==> src/rtl/btu_pkg.sv <==
// Shared widths, opcodes, slot record and field packing for the breakpoint trigger unit.
package btu_pkg;

    localparam int PC_W     = 32;
    localparam int TYPE_W   = 7;
    localparam int REG_W    = 5;
    localparam int FUNCT_W  = 10;
    localparam int IMM_W    = 32;
    localparam int MATCH_W  = 57;
    localparam int FLAGS_W  = 4;
    localparam int OPCODE_W = 2;
    localparam int IDX_W    = 3;
    localparam int TEST_W   = 3;

    // Flag bit positions in an add beat
    localparam int FLAG_SIGNED     = 2;
    localparam int FLAG_SINGLE_USE = 3;

    typedef enum logic [OPCODE_W-1:0] {
        OP_CHECK = 2'd0,
        OP_POLL  = 2'd1,
        OP_ADD   = 2'd2
    } t_opcode;

    // Low two bits of the stored pc test
    typedef enum logic [1:0] {
        PC_NONE = 2'd0,
        PC_GT   = 2'd1,
        PC_LT   = 2'd2,
        PC_EQ   = 2'd3
    } t_pc_cmp;

    typedef struct packed {
        logic               single_use;
        logic [TYPE_W-1:0]  match_type;
        logic [MATCH_W-1:0] match_value;
        logic [MATCH_W-1:0] match_mask;
        logic [TEST_W-1:0]  pc_test;
        logic [PC_W-1:0]    pc_value;
    } t_slot_cfg;

    // Pack rd, rs1, rs2, funct and imm into one match word
    function automatic logic [MATCH_W-1:0] pack_fields(
        input logic [REG_W-1:0]   rd,
        input logic [REG_W-1:0]   rs1,
        input logic [REG_W-1:0]   rs2,
        input logic [FUNCT_W-1:0] funct,
        input logic [IMM_W-1:0]   imm
    );
        return {imm, funct, rs2, rs1, rd};
    endfunction

endpackage

==> src/rtl/btu_if.sv <==
// Command and response channel interfaces of the breakpoint trigger unit.
interface btu_cmd_if import btu_pkg::*; ();
    logic                valid;
    logic                ready;
    logic [OPCODE_W-1:0] opcode;
    logic [PC_W-1:0]     pc;
    logic [TYPE_W-1:0]   insn_type;
    logic [REG_W-1:0]    rd_field;
    logic [REG_W-1:0]    rs1_field;
    logic [REG_W-1:0]    rs2_field;
    logic [FUNCT_W-1:0]  funct_field;
    logic [IMM_W-1:0]    imm_field;
    logic [MATCH_W-1:0]  match_mask;
    logic [FLAGS_W-1:0]  slot_flags;

    modport source (
        output valid, opcode, pc, insn_type, rd_field, rs1_field, rs2_field,
               funct_field, imm_field, match_mask, slot_flags,
        input  ready
    );
    modport sink (
        input  valid, opcode, pc, insn_type, rd_field, rs1_field, rs2_field,
               funct_field, imm_field, match_mask, slot_flags,
        output ready
    );
endinterface

interface btu_rsp_if import btu_pkg::*; ();
    logic             valid;
    logic             ready;
    logic             success;
    logic [IDX_W-1:0] slot_index;
    logic             slot_one_shot;

    modport source (output valid, success, slot_index, slot_one_shot, input ready);
    modport sink   (input  valid, success, slot_index, slot_one_shot, output ready);
endinterface

==> src/rtl/btu_slot_match.sv <==
// Trigger test of one breakpoint slot against a checked instruction.
module btu_slot_match import btu_pkg::*; #(
    parameter int NO_TYPE_CODE = 0
) (
    input  t_slot_cfg          i_cfg,
    input  logic [PC_W-1:0]    i_pc,
    input  logic [TYPE_W-1:0]  i_type,
    input  logic [MATCH_W-1:0] i_fields,
    output logic               o_hit
);

    localparam logic [TYPE_W-1:0] NoType = TYPE_W'(NO_TYPE_CODE);

    logic            ins_en;
    logic            pc_en;
    logic            ins_ok;
    logic            pc_ok;
    logic [PC_W-1:0] cmp_a;
    logic [PC_W-1:0] cmp_b;
    t_pc_cmp         cmp_op;

    // Instruction test: type equal and masked fields equal
    assign ins_en = (i_cfg.match_type != NoType);
    assign ins_ok = (i_cfg.match_type == i_type) &&
                    (((i_cfg.match_value ^ i_fields) & i_cfg.match_mask) == '0);

    // Pc test: flip sign bits for a signed compare
    assign cmp_op = t_pc_cmp'(i_cfg.pc_test[1:0]);
    assign pc_en  = (cmp_op != PC_NONE);
    assign cmp_a  = i_pc ^ {i_cfg.pc_test[FLAG_SIGNED], {(PC_W-1){1'b0}}};
    assign cmp_b  = i_cfg.pc_value ^ {i_cfg.pc_test[FLAG_SIGNED], {(PC_W-1){1'b0}}};

    always_comb begin
        unique case (cmp_op)
            PC_GT:   pc_ok = (cmp_a > cmp_b);
            PC_LT:   pc_ok = (cmp_a < cmp_b);
            PC_EQ:   pc_ok = (cmp_a == cmp_b);
            default: pc_ok = 1'b0;
        endcase
    end

    // Both enabled tests must pass; no test means no trigger
    assign o_hit = (ins_en || pc_en) && (!ins_en || ins_ok) && (!pc_en || pc_ok);

endmodule

==> src/rtl/breakpoint_trigger_unit.sv <==
// Breakpoint trigger unit: slot table, check/poll/add processing and response register.
//
//   channel  dir  handshake      payload
//   i_cmd    in   valid/ready    opcode, pc, insn_type, fields, match_mask, slot_flags
//   o_rsp    out  valid/ready    success, slot_index, slot_one_shot
//
// Each command beat is registered in the input register, processed against the
// slot table once the response register is free or draining, and its response
// registered in the response register: one beat per cycle sustained while the
// response side is ready, set by the single slot-compare stage.
// Reset clears all slots to inactive and untriggered; slot contents load on add.
// A stalled response holds the processing stage; a command is still taken while
// the input register is empty or draining.
module breakpoint_trigger_unit import btu_pkg::*; #(
    parameter int SLOT_COUNT   = 8,
    parameter int NO_TYPE_CODE = 0
) (
    input  logic      i_clk,
    input  logic      i_rst_n,
    btu_cmd_if.sink   i_cmd,
    btu_rsp_if.source o_rsp
);

    // Input stage
    logic                r_in_vld;
    logic [OPCODE_W-1:0] r_op;
    logic [PC_W-1:0]     r_pc;
    logic [TYPE_W-1:0]   r_type;
    logic [MATCH_W-1:0]  r_fields;
    logic [MATCH_W-1:0]  r_mask;
    logic [FLAGS_W-1:0]  r_flags;

    // Slot table
    logic [SLOT_COUNT-1:0] r_active;
    logic [SLOT_COUNT-1:0] r_trig;
    t_slot_cfg             r_cfg [SLOT_COUNT];

    // Response stage
    logic             r_out_vld;
    logic             r_success;
    logic [IDX_W-1:0] r_slot_index;
    logic             r_used_up;

    logic                  go;
    logic                  in_take;
    logic [SLOT_COUNT-1:0] hit;
    logic [SLOT_COUNT-1:0] single_use;
    logic [SLOT_COUNT-1:0] poll_sel;
    logic [SLOT_COUNT-1:0] add_sel;
    logic [IDX_W-1:0]      poll_idx;
    logic [IDX_W-1:0]      add_idx;
    logic                  n_success;
    logic [IDX_W-1:0]      n_slot_index;
    logic                  n_used_up;
    t_slot_cfg             add_cfg;

    // Handshake: process when the response register is free or draining
    assign go      = r_in_vld && (!r_out_vld || o_rsp.ready);
    assign in_take = i_cmd.valid && i_cmd.ready;
    assign i_cmd.ready = !r_in_vld || go;

    // Capture the command beat
    always_ff @(posedge i_clk) begin
        if (!i_rst_n) begin
            r_in_vld <= 1'b0;
        end else if (i_cmd.ready) begin
            r_in_vld <= i_cmd.valid;
        end
    end

    always_ff @(posedge i_clk) begin
        if (in_take) begin
            r_op     <= i_cmd.opcode;
            r_pc     <= i_cmd.pc;
            r_type   <= i_cmd.insn_type;
            r_fields <= pack_fields(i_cmd.rd_field, i_cmd.rs1_field, i_cmd.rs2_field,
                                    i_cmd.funct_field, i_cmd.imm_field);
            r_mask   <= i_cmd.match_mask;
            r_flags  <= i_cmd.slot_flags;
        end
    end

    // Per-slot trigger tests
    for (genvar g = 0; g < SLOT_COUNT; g++) begin : g_slot
        btu_slot_match #(
            .NO_TYPE_CODE (NO_TYPE_CODE)
        ) u_match (
            .i_cfg    (r_cfg[g]),
            .i_pc     (r_pc),
            .i_type   (r_type),
            .i_fields (r_fields),
            .o_hit    (hit[g])
        );
        assign single_use[g] = r_cfg[g].single_use;
    end

    // Pick lowest triggered slot for poll and lowest free slot for add
    always_comb begin
        poll_sel = '0;
        poll_idx = '0;
        for (int i = SLOT_COUNT - 1; i >= 0; i--) begin
            if (r_active[i] && r_trig[i]) begin
                poll_sel    = '0;
                poll_sel[i] = 1'b1;
                poll_idx    = IDX_W'(i);
            end
        end
    end

    always_comb begin
        add_sel = '0;
        add_idx = '0;
        for (int i = SLOT_COUNT - 1; i >= 0; i--) begin
            if (!r_active[i]) begin
                add_sel    = '0;
                add_sel[i] = 1'b1;
                add_idx    = IDX_W'(i);
            end
        end
    end

    // Slot record built from an add beat
    always_comb begin
        add_cfg.single_use  = r_flags[FLAG_SINGLE_USE];
        add_cfg.match_type  = r_type;
        add_cfg.match_value = r_fields;
        add_cfg.match_mask  = r_mask;
        add_cfg.pc_test     = r_flags[TEST_W-1:0];
        add_cfg.pc_value    = r_pc;
    end

    // Response for the current beat
    always_comb begin
        n_success    = 1'b0;
        n_slot_index = '0;
        n_used_up    = 1'b0;
        unique case (t_opcode'(r_op))
            OP_CHECK: begin
                n_success = 1'b1;
            end
            OP_POLL: begin
                n_success    = |poll_sel;
                n_slot_index = poll_idx;
                n_used_up    = |(poll_sel & single_use);
            end
            OP_ADD: begin
                n_success    = |add_sel;
                n_slot_index = add_idx;
            end
            default: begin
                n_success = 1'b0;
            end
        endcase
    end

    // Update slot status
    always_ff @(posedge i_clk) begin
        if (!i_rst_n) begin
            r_active <= '0;
            r_trig   <= '0;
        end else if (go) begin
            unique case (t_opcode'(r_op))
                OP_CHECK: begin
                    r_trig <= r_active & ~r_trig & hit;
                end
                OP_POLL: begin
                    r_active <= r_active & ~(poll_sel & single_use);
                end
                OP_ADD: begin
                    r_active <= r_active | add_sel;
                    r_trig   <= r_trig & ~add_sel;
                end
                default: begin
                    r_active <= r_active;
                end
            endcase
        end
    end

    // Load slot contents on add
    always_ff @(posedge i_clk) begin
        for (int i = 0; i < SLOT_COUNT; i++) begin
            if (go && (t_opcode'(r_op) == OP_ADD) && add_sel[i]) begin
                r_cfg[i] <= add_cfg;
            end
        end
    end

    // Hold the response beat until taken
    always_ff @(posedge i_clk) begin
        if (!i_rst_n) begin
            r_out_vld <= 1'b0;
        end else if (go) begin
            r_out_vld <= 1'b1;
        end else if (o_rsp.ready) begin
            r_out_vld <= 1'b0;
        end
    end

    always_ff @(posedge i_clk) begin
        if (go) begin
            r_success    <= n_success;
            r_slot_index <= n_slot_index;
            r_used_up    <= n_used_up;
        end
    end

    assign o_rsp.valid         = r_out_vld;
    assign o_rsp.success       = r_success;
    assign o_rsp.slot_index    = r_slot_index;
    assign o_rsp.slot_one_shot = r_used_up;

endmodule

==> src/flat_wrapper.sv <==
// flat-port wrapper written by rule: the top's interface ports become plain ports
module breakpoint_trigger_unit_flat import btu_pkg::*;
#(
    parameter int SLOT_COUNT   = 8,
    parameter int NO_TYPE_CODE = 0
)
  (i_clk, i_rst_n, i_cmd_valid, i_cmd_opcode, i_cmd_pc, i_cmd_insn_type, i_cmd_rd_field, i_cmd_rs1_field, i_cmd_rs2_field, i_cmd_funct_field, i_cmd_imm_field, i_cmd_match_mask, i_cmd_slot_flags, i_cmd_ready, o_rsp_valid, o_rsp_success, o_rsp_slot_index, o_rsp_slot_one_shot, o_rsp_ready);
  btu_cmd_if i_cmd_i ();
  btu_rsp_if o_rsp_i ();
  input  logic i_clk;
  input  logic i_rst_n;
  input wire logic [$bits(i_cmd_i.valid)-1:0] i_cmd_valid;
  input wire logic [$bits(i_cmd_i.opcode)-1:0] i_cmd_opcode;
  input wire logic [$bits(i_cmd_i.pc)-1:0] i_cmd_pc;
  input wire logic [$bits(i_cmd_i.insn_type)-1:0] i_cmd_insn_type;
  input wire logic [$bits(i_cmd_i.rd_field)-1:0] i_cmd_rd_field;
  input wire logic [$bits(i_cmd_i.rs1_field)-1:0] i_cmd_rs1_field;
  input wire logic [$bits(i_cmd_i.rs2_field)-1:0] i_cmd_rs2_field;
  input wire logic [$bits(i_cmd_i.funct_field)-1:0] i_cmd_funct_field;
  input wire logic [$bits(i_cmd_i.imm_field)-1:0] i_cmd_imm_field;
  input wire logic [$bits(i_cmd_i.match_mask)-1:0] i_cmd_match_mask;
  input wire logic [$bits(i_cmd_i.slot_flags)-1:0] i_cmd_slot_flags;
  output wire logic [$bits(i_cmd_i.ready)-1:0] i_cmd_ready;
  output wire logic [$bits(o_rsp_i.valid)-1:0] o_rsp_valid;
  output wire logic [$bits(o_rsp_i.success)-1:0] o_rsp_success;
  output wire logic [$bits(o_rsp_i.slot_index)-1:0] o_rsp_slot_index;
  output wire logic [$bits(o_rsp_i.slot_one_shot)-1:0] o_rsp_slot_one_shot;
  input wire logic [$bits(o_rsp_i.ready)-1:0] o_rsp_ready;
  assign i_cmd_i.valid = i_cmd_valid;
  assign i_cmd_i.opcode = i_cmd_opcode;
  assign i_cmd_i.pc = i_cmd_pc;
  assign i_cmd_i.insn_type = i_cmd_insn_type;
  assign i_cmd_i.rd_field = i_cmd_rd_field;
  assign i_cmd_i.rs1_field = i_cmd_rs1_field;
  assign i_cmd_i.rs2_field = i_cmd_rs2_field;
  assign i_cmd_i.funct_field = i_cmd_funct_field;
  assign i_cmd_i.imm_field = i_cmd_imm_field;
  assign i_cmd_i.match_mask = i_cmd_match_mask;
  assign i_cmd_i.slot_flags = i_cmd_slot_flags;
  assign i_cmd_ready = i_cmd_i.ready;
  assign o_rsp_valid = o_rsp_i.valid;
  assign o_rsp_success = o_rsp_i.success;
  assign o_rsp_slot_index = o_rsp_i.slot_index;
  assign o_rsp_slot_one_shot = o_rsp_i.slot_one_shot;
  assign o_rsp_i.ready = o_rsp_ready;
  breakpoint_trigger_unit #(.SLOT_COUNT(SLOT_COUNT), .NO_TYPE_CODE(NO_TYPE_CODE)) u_core (.i_clk(i_clk), .i_rst_n(i_rst_n), .i_cmd(i_cmd_i), .o_rsp(o_rsp_i));
endmodule
==> config.mk <==
export PLATFORM = sky130hd
export DESIGN_NAME = breakpoint_trigger_unit_flat
export DESIGN_NICKNAME = d
export VERILOG_FILES = /design/src/rtl/btu_pkg.sv /design/src/rtl/btu_if.sv /design/src/rtl/btu_slot_match.sv /design/src/rtl/breakpoint_trigger_unit.sv /design/src/flat_wrapper.sv
export SDC_FILE = /design/constraint.sdc
export NUM_CORES = 2
export LEC_CHECK = 0
export ABC_AREA = 1
export BUFFER_PORTS_ARGS = -buffer_cell sky130_fd_sc_hd__buf_2
export CORE_MARGIN = 5
export CORE_UTILIZATION = 45
export DETAILED_ROUTE_END_ITERATION = 8
export GPL_TIMING_DRIVEN = 0
export PLACE_DENSITY = 0.68
export SYNTH_ARGS = -nofsm -noshare
export SYNTH_HDL_FRONTEND = slang
export SYNTH_SLANG_ARGS = --single-unit
export TNS_END_PERCENT = 30
==> constraint.sdc <==
create_clock -name i_clk -period 19 [get_ports i_clk]
set_input_delay 0.95 -clock i_clk [delete_from_list [all_inputs] [get_ports i_clk]]
set_output_delay 0.95 -clock i_clk [all_outputs]
set_load 0.01 [all_outputs]
==> Implementation_results.wiki <==
{| class="wikitable"
! Metric !! Value
|-
| Power density relative to cell area || 94.01 nW/µm²
|-
| Endpoint of the most critical register-to-register path || u_core.r_cfg[0][602]$_DFFE_PP_
|-
| Worst reg-to-reg path cell count || 13
|-
| Relative slew slack || 39.77%
|-
| Highest net fanout along the worst path || 9
|-
| Half-perimeter wire length after placement || 94,170 µm
|-
| Setup WS post-layout || 15.00 ns
|-
| Maximum vdd ir drop || 0.07814 mV
|-
| CTS HTree Levels || 4
|-
| Area contributors post-synth || sky130_fd_sc_hd__edfxtp_1 (69%), sky130_fd_sc_hd__nand2_1 (8.5%), sky130_fd_sc_hd__ha_1 (5.3%)
|-
| Share of the synthesized area in the top cell type || 69.44%
|-
| Worst Setup EP || u_core.r_cfg[0][602]$_DFFE_PP_
|-
| Final GP Congestion || 0.8503
|-
| Via count || 37,510
|-
| Wire per inst || 17.83 µm
|-
| Total number of placement rows || 135
|-
| Total Die Area || 143,900 µm²
|-
| Clock transition at the registers of the reported paths || 0.06 ns
|-
| Source-to-sink clock delay at the later pin of the worst-skew pair || 0.77 ns
|-
| FILL cells || 11,330
|-
| Antenna violations before repair || 3
|-
| Data required, critical path || 19.44 ns
|-
| Number of nets in the layout || 6,034
|-
| Pre-antenna DRT Iters || 7
|-
| Placement Cell Area || 65,740 µm²
|-
| Library cell with the largest summed area after synthesis || sky130_fd_sc_hd__edfxtp_1
|-
| Transition time at the pin with the least slew margin || 0.8953 ns
|-
| Aggregate negative setup slack || 0 ns
|-
| Netlist area before placement || 61,400 µm²
|-
| Final global-route overflow total || 0
|-
| Post-CTS Hold Buffers || 0
|-
| Tightest Hold Check Type || in -> reg
|-
| Floorplan die width || 379.4 µm
|-
| Fraction of the yosys area taken by sequential cells || 70.03%
|-
| Cells after Synth || 5,210
|-
| Final instance area || 70,490 µm²
|-
| Setup Buffers After CTS || 0
|-
| Final wirelength || 133,900 µm
|-
| Flip-flop and latch count after synthesis || 1,438
|-
| Count of different cell masters after synthesis || 40
|-
| Critical Path Start || u_core.o_rsp.valid$_SDFFE_PN0P_
|-
| Final clock skew || 0.04146 ns
|-
| Clock period minus final worst setup slack || 4.001 ns
|-
| Global-route wire length before repair || 204,200 µm
|-
| Number of buffers created by CTS || 152
|-
| CTS sink cnt || 1,438
|-
| N_diodes || 0
|-
| Number of nets still failing antenna checks after routing || 0
|-
| Max capacitance violation total || 0
|-
| Die H || 379.4 µm
|-
| Most common library cell in the layout ignoring fill and taps || sky130_fd_sc_hd__edfxtp_1
|-
| Setup crit start kind || flip-flop
|-
| Input/output buffers || 169
|-
| Via-to-Cell Ratio || 4.995
|-
| Achievable frequency || 0.2499 GHz
|-
| Total power consumption of the routed design || 6.627 mW
|-
| Iter 0 DRT Violations || 2,816
|-
| Largest net degree at the start of global routing || 96
|-
| Cts repair resizes || 0
|-
| CP Class || reg -> reg
|-
| Synth Warn # || 0
|-
| Final-report setup violation count || 0
|-
| Avg Cell Area, Syn || 11.79 µm²
|-
| Total GRT Usage || 18.55%
|-
| Relative area change from synthesis to final layout || 14.80%
|-
| Final Hold Vio Count || 0
|-
| Leakage component of the power || 28.49 nW
|-
| Final cell utilization of the core || 52.03%
|-
| Net Count, Synth || 5,633
|-
| Share of the clock period used by the worst path after layout || 21.06%
|-
| Final Max Slew Viols || 0
|-
| Io pins || 170
|-
| Starting utilization of the core area || 45.33%
|-
| Fraction of layout instances using a drive strength above 1 || 10.23%
|-
| CORE AREA || 135,500 µm²
|-
| Max Root-Sink Buffers || 3
|-
| Most frequent cells in the layout || sky130_fd_sc_hd__edfxtp_1 (1,420), sky130_fd_sc_hd__nand2_1 (1,394), sky130_fd_sc_hd__inv_1 (721), sky130_fd_sc_hd__nand3_1 (463), sky130_fd_sc_hd__nor2_1 (322)
|-
| DRC || 0
|-
| Crit. End Element || flip-flop
|-
| Multi-input combinational cell area || 15,260 µm²
|-
| Library cell used as clock root buffer || sky130_fd_sc_hd__clkbuf_16
|-
| Unrepaired setup endpoints after global routing || no
|-
| Crit Reg-Reg Startpoint || u_core.o_rsp.valid$_SDFFE_PN0P_
|-
| Worst Path Arrival || 4.45 ns
|-
| Dpl ws || 14.29 ns
|-
| Flop2flop setup slack || 15.00 ns
|-
| Result of the run || finished, final reports clean
|-
| Storage cell area || 43,000 µm²
|-
| Number of global-route vias before repair || 36,470
|-
| CTS tree || built
|}
## how the worst min path moves through the flow
stage | from | end | slack (ns) | cells after the start
after global routing | i_cmd_pc[10] | u_core.r_pc[10]$_DFFE_PP_ | 0.31 | 1
after floorplan | u_core.r_trig[6]$_SDFFE_PN0P_ | u_core.r_trig[6]$_SDFFE_PN0P_ | 0.44 | 2
after CTS | i_cmd_match_mask[41] | u_core.r_mask[41]$_DFFE_PP_ | 0.28 | 1
after global placement | u_core.r_trig[4]$_SDFFE_PN0P_ | u_core.r_trig[4]$_SDFFE_PN0P_ | 0.46 | 2
final | i_cmd_match_mask[41] | u_core.r_mask[41]$_DFFE_PP_ | 0.35 | 1
after detailed placement | u_core.r_trig[5]$_SDFFE_PN0P_ | u_core.r_trig[5]$_SDFFE_PN0P_ | 0.46 | 2
## cells in the mapped netlist
cell type and n:
sky130_fd_sc_hd__a211oi_1 2, sky130_fd_sc_hd__a21boi_0 1, sky130_fd_sc_hd__a21o_1 13, sky130_fd_sc_hd__a21oi_1 144, sky130_fd_sc_hd__a21oi_2 1, sky130_fd_sc_hd__a221oi_1 1, sky130_fd_sc_hd__a31oi_1 1, sky130_fd_sc_hd__buf_2 57
sky130_fd_sc_hd__buf_4 5, sky130_fd_sc_hd__buf_6 5, sky130_fd_sc_hd__clkbuf_1 3, sky130_fd_sc_hd__dfxtp_1 18, sky130_fd_sc_hd__edfxtp_1 1420, sky130_fd_sc_hd__ha_1 260, sky130_fd_sc_hd__inv_1 722, sky130_fd_sc_hd__inv_2 27
sky130_fd_sc_hd__nand2_1 1394, sky130_fd_sc_hd__nand3_1 463, sky130_fd_sc_hd__nand3b_1 1, sky130_fd_sc_hd__nand4_1 67, sky130_fd_sc_hd__nor2_1 328, sky130_fd_sc_hd__nor2_2 3, sky130_fd_sc_hd__nor3_1 15, sky130_fd_sc_hd__nor3b_1 3
sky130_fd_sc_hd__nor4_1 5, sky130_fd_sc_hd__nor4_2 3, sky130_fd_sc_hd__nor4b_1 1, sky130_fd_sc_hd__o211ai_1 3, sky130_fd_sc_hd__o21a_1 17, sky130_fd_sc_hd__o21ai_0 39, sky130_fd_sc_hd__o21ai_1 10, sky130_fd_sc_hd__o21bai_1 3
sky130_fd_sc_hd__o22ai_1 1, sky130_fd_sc_hd__o31ai_1 2, sky130_fd_sc_hd__or2_0 3, sky130_fd_sc_hd__or2_1 73, sky130_fd_sc_hd__or2_2 26, sky130_fd_sc_hd__or3_1 4, sky130_fd_sc_hd__xnor2_1 35, sky130_fd_sc_hd__xor2_1 31
## per-stage QoR
stage                     instances  hold WS [ns]
after floorplan                5210        0.4390
final                          7510        0.3456
after detailed placement       7238        0.4639
after global placement         7160        0.4551
after global routing           7510        0.3056
after CTS                      7510        0.2808
## logic make-up (layout without fill, tap and decap cells)
group	count (synthesis)	in the layout	synth area share, %
compound gates	238	238	2.123
xor+xnor	66	66	0.9414
flops	1438	1438	70.03
buf+inv	819	1338	5.214
fa+ha+maj	260	260	5.298
simple gates	2389	2389	16.39
## metal layers
metal	track usage [%]	vias to the layer above	wire length (µm)
met3	2.783	256	6782
li1	-	18450	-
met4	5.953	0	3979
met1	24.73	17950	57580
met2	31.50	864	65540
met5	0	-	0
## worst max-delay path, cell delays in order, from the launching register on
cell and delay [ns]:
sky130_fd_sc_hd__dfxtp_1 0.32, sky130_fd_sc_hd__nand2_1 0.08, sky130_fd_sc_hd__nand2_1 0.12, sky130_fd_sc_hd__inv_1 0.22, sky130_fd_sc_hd__nand2_1 0.47, sky130_fd_sc_hd__nor4_2 0.78, sky130_fd_sc_hd__buf_4 0.30, sky130_fd_sc_hd__buf_4 0.19
sky130_fd_sc_hd__buf_4 0.20, sky130_fd_sc_hd__buf_4 0.20, sky130_fd_sc_hd__buf_4 0.20, sky130_fd_sc_hd__buf_4 0.21, sky130_fd_sc_hd__buf_4 0.18, sky130_fd_sc_hd__buf_4 0.18
## sequential cells by signal (all words and copies together), names as in the netlist
name / count
u_core.r_cfg: 1256
u_core.r_fields: 57
u_core.r_mask: 57
u_core.r_pc: 32
u_core.r_active: 8
u_core.r_trig: 8
u_core.r_type: 7
u_core.r_flags: 4
u_core.o_rsp.slot_index: 3
u_core.r_op: 2
u_core.o_rsp.slot_one_shot: 1
u_core.o_rsp.success: 1
u_core.o_rsp.valid: 1
u_core.r_in_vld: 1
## power by group
part,switching (mW),internal [mW]
combinational,0.139,0.0784
clock,1.22,1.61
sequential,0.0618,3.52
## area by class of cell
| class | count | area share, % |
|---|---|---|
| flip-flops and latches | 1438 | 61.00 |
| multi-input cells | 2953 | 21.64 |
| clock buffers | 187 | 5.673 |
| inverters | 749 | 3.999 |
| well taps | 1781 | 3.161 |
| repair buffers | 247 | 2.902 |
| clock inverters | 85 | 1.065 |
| plain buffers | 70 | 0.5538 |
Power figures use the tool's default switching activity.
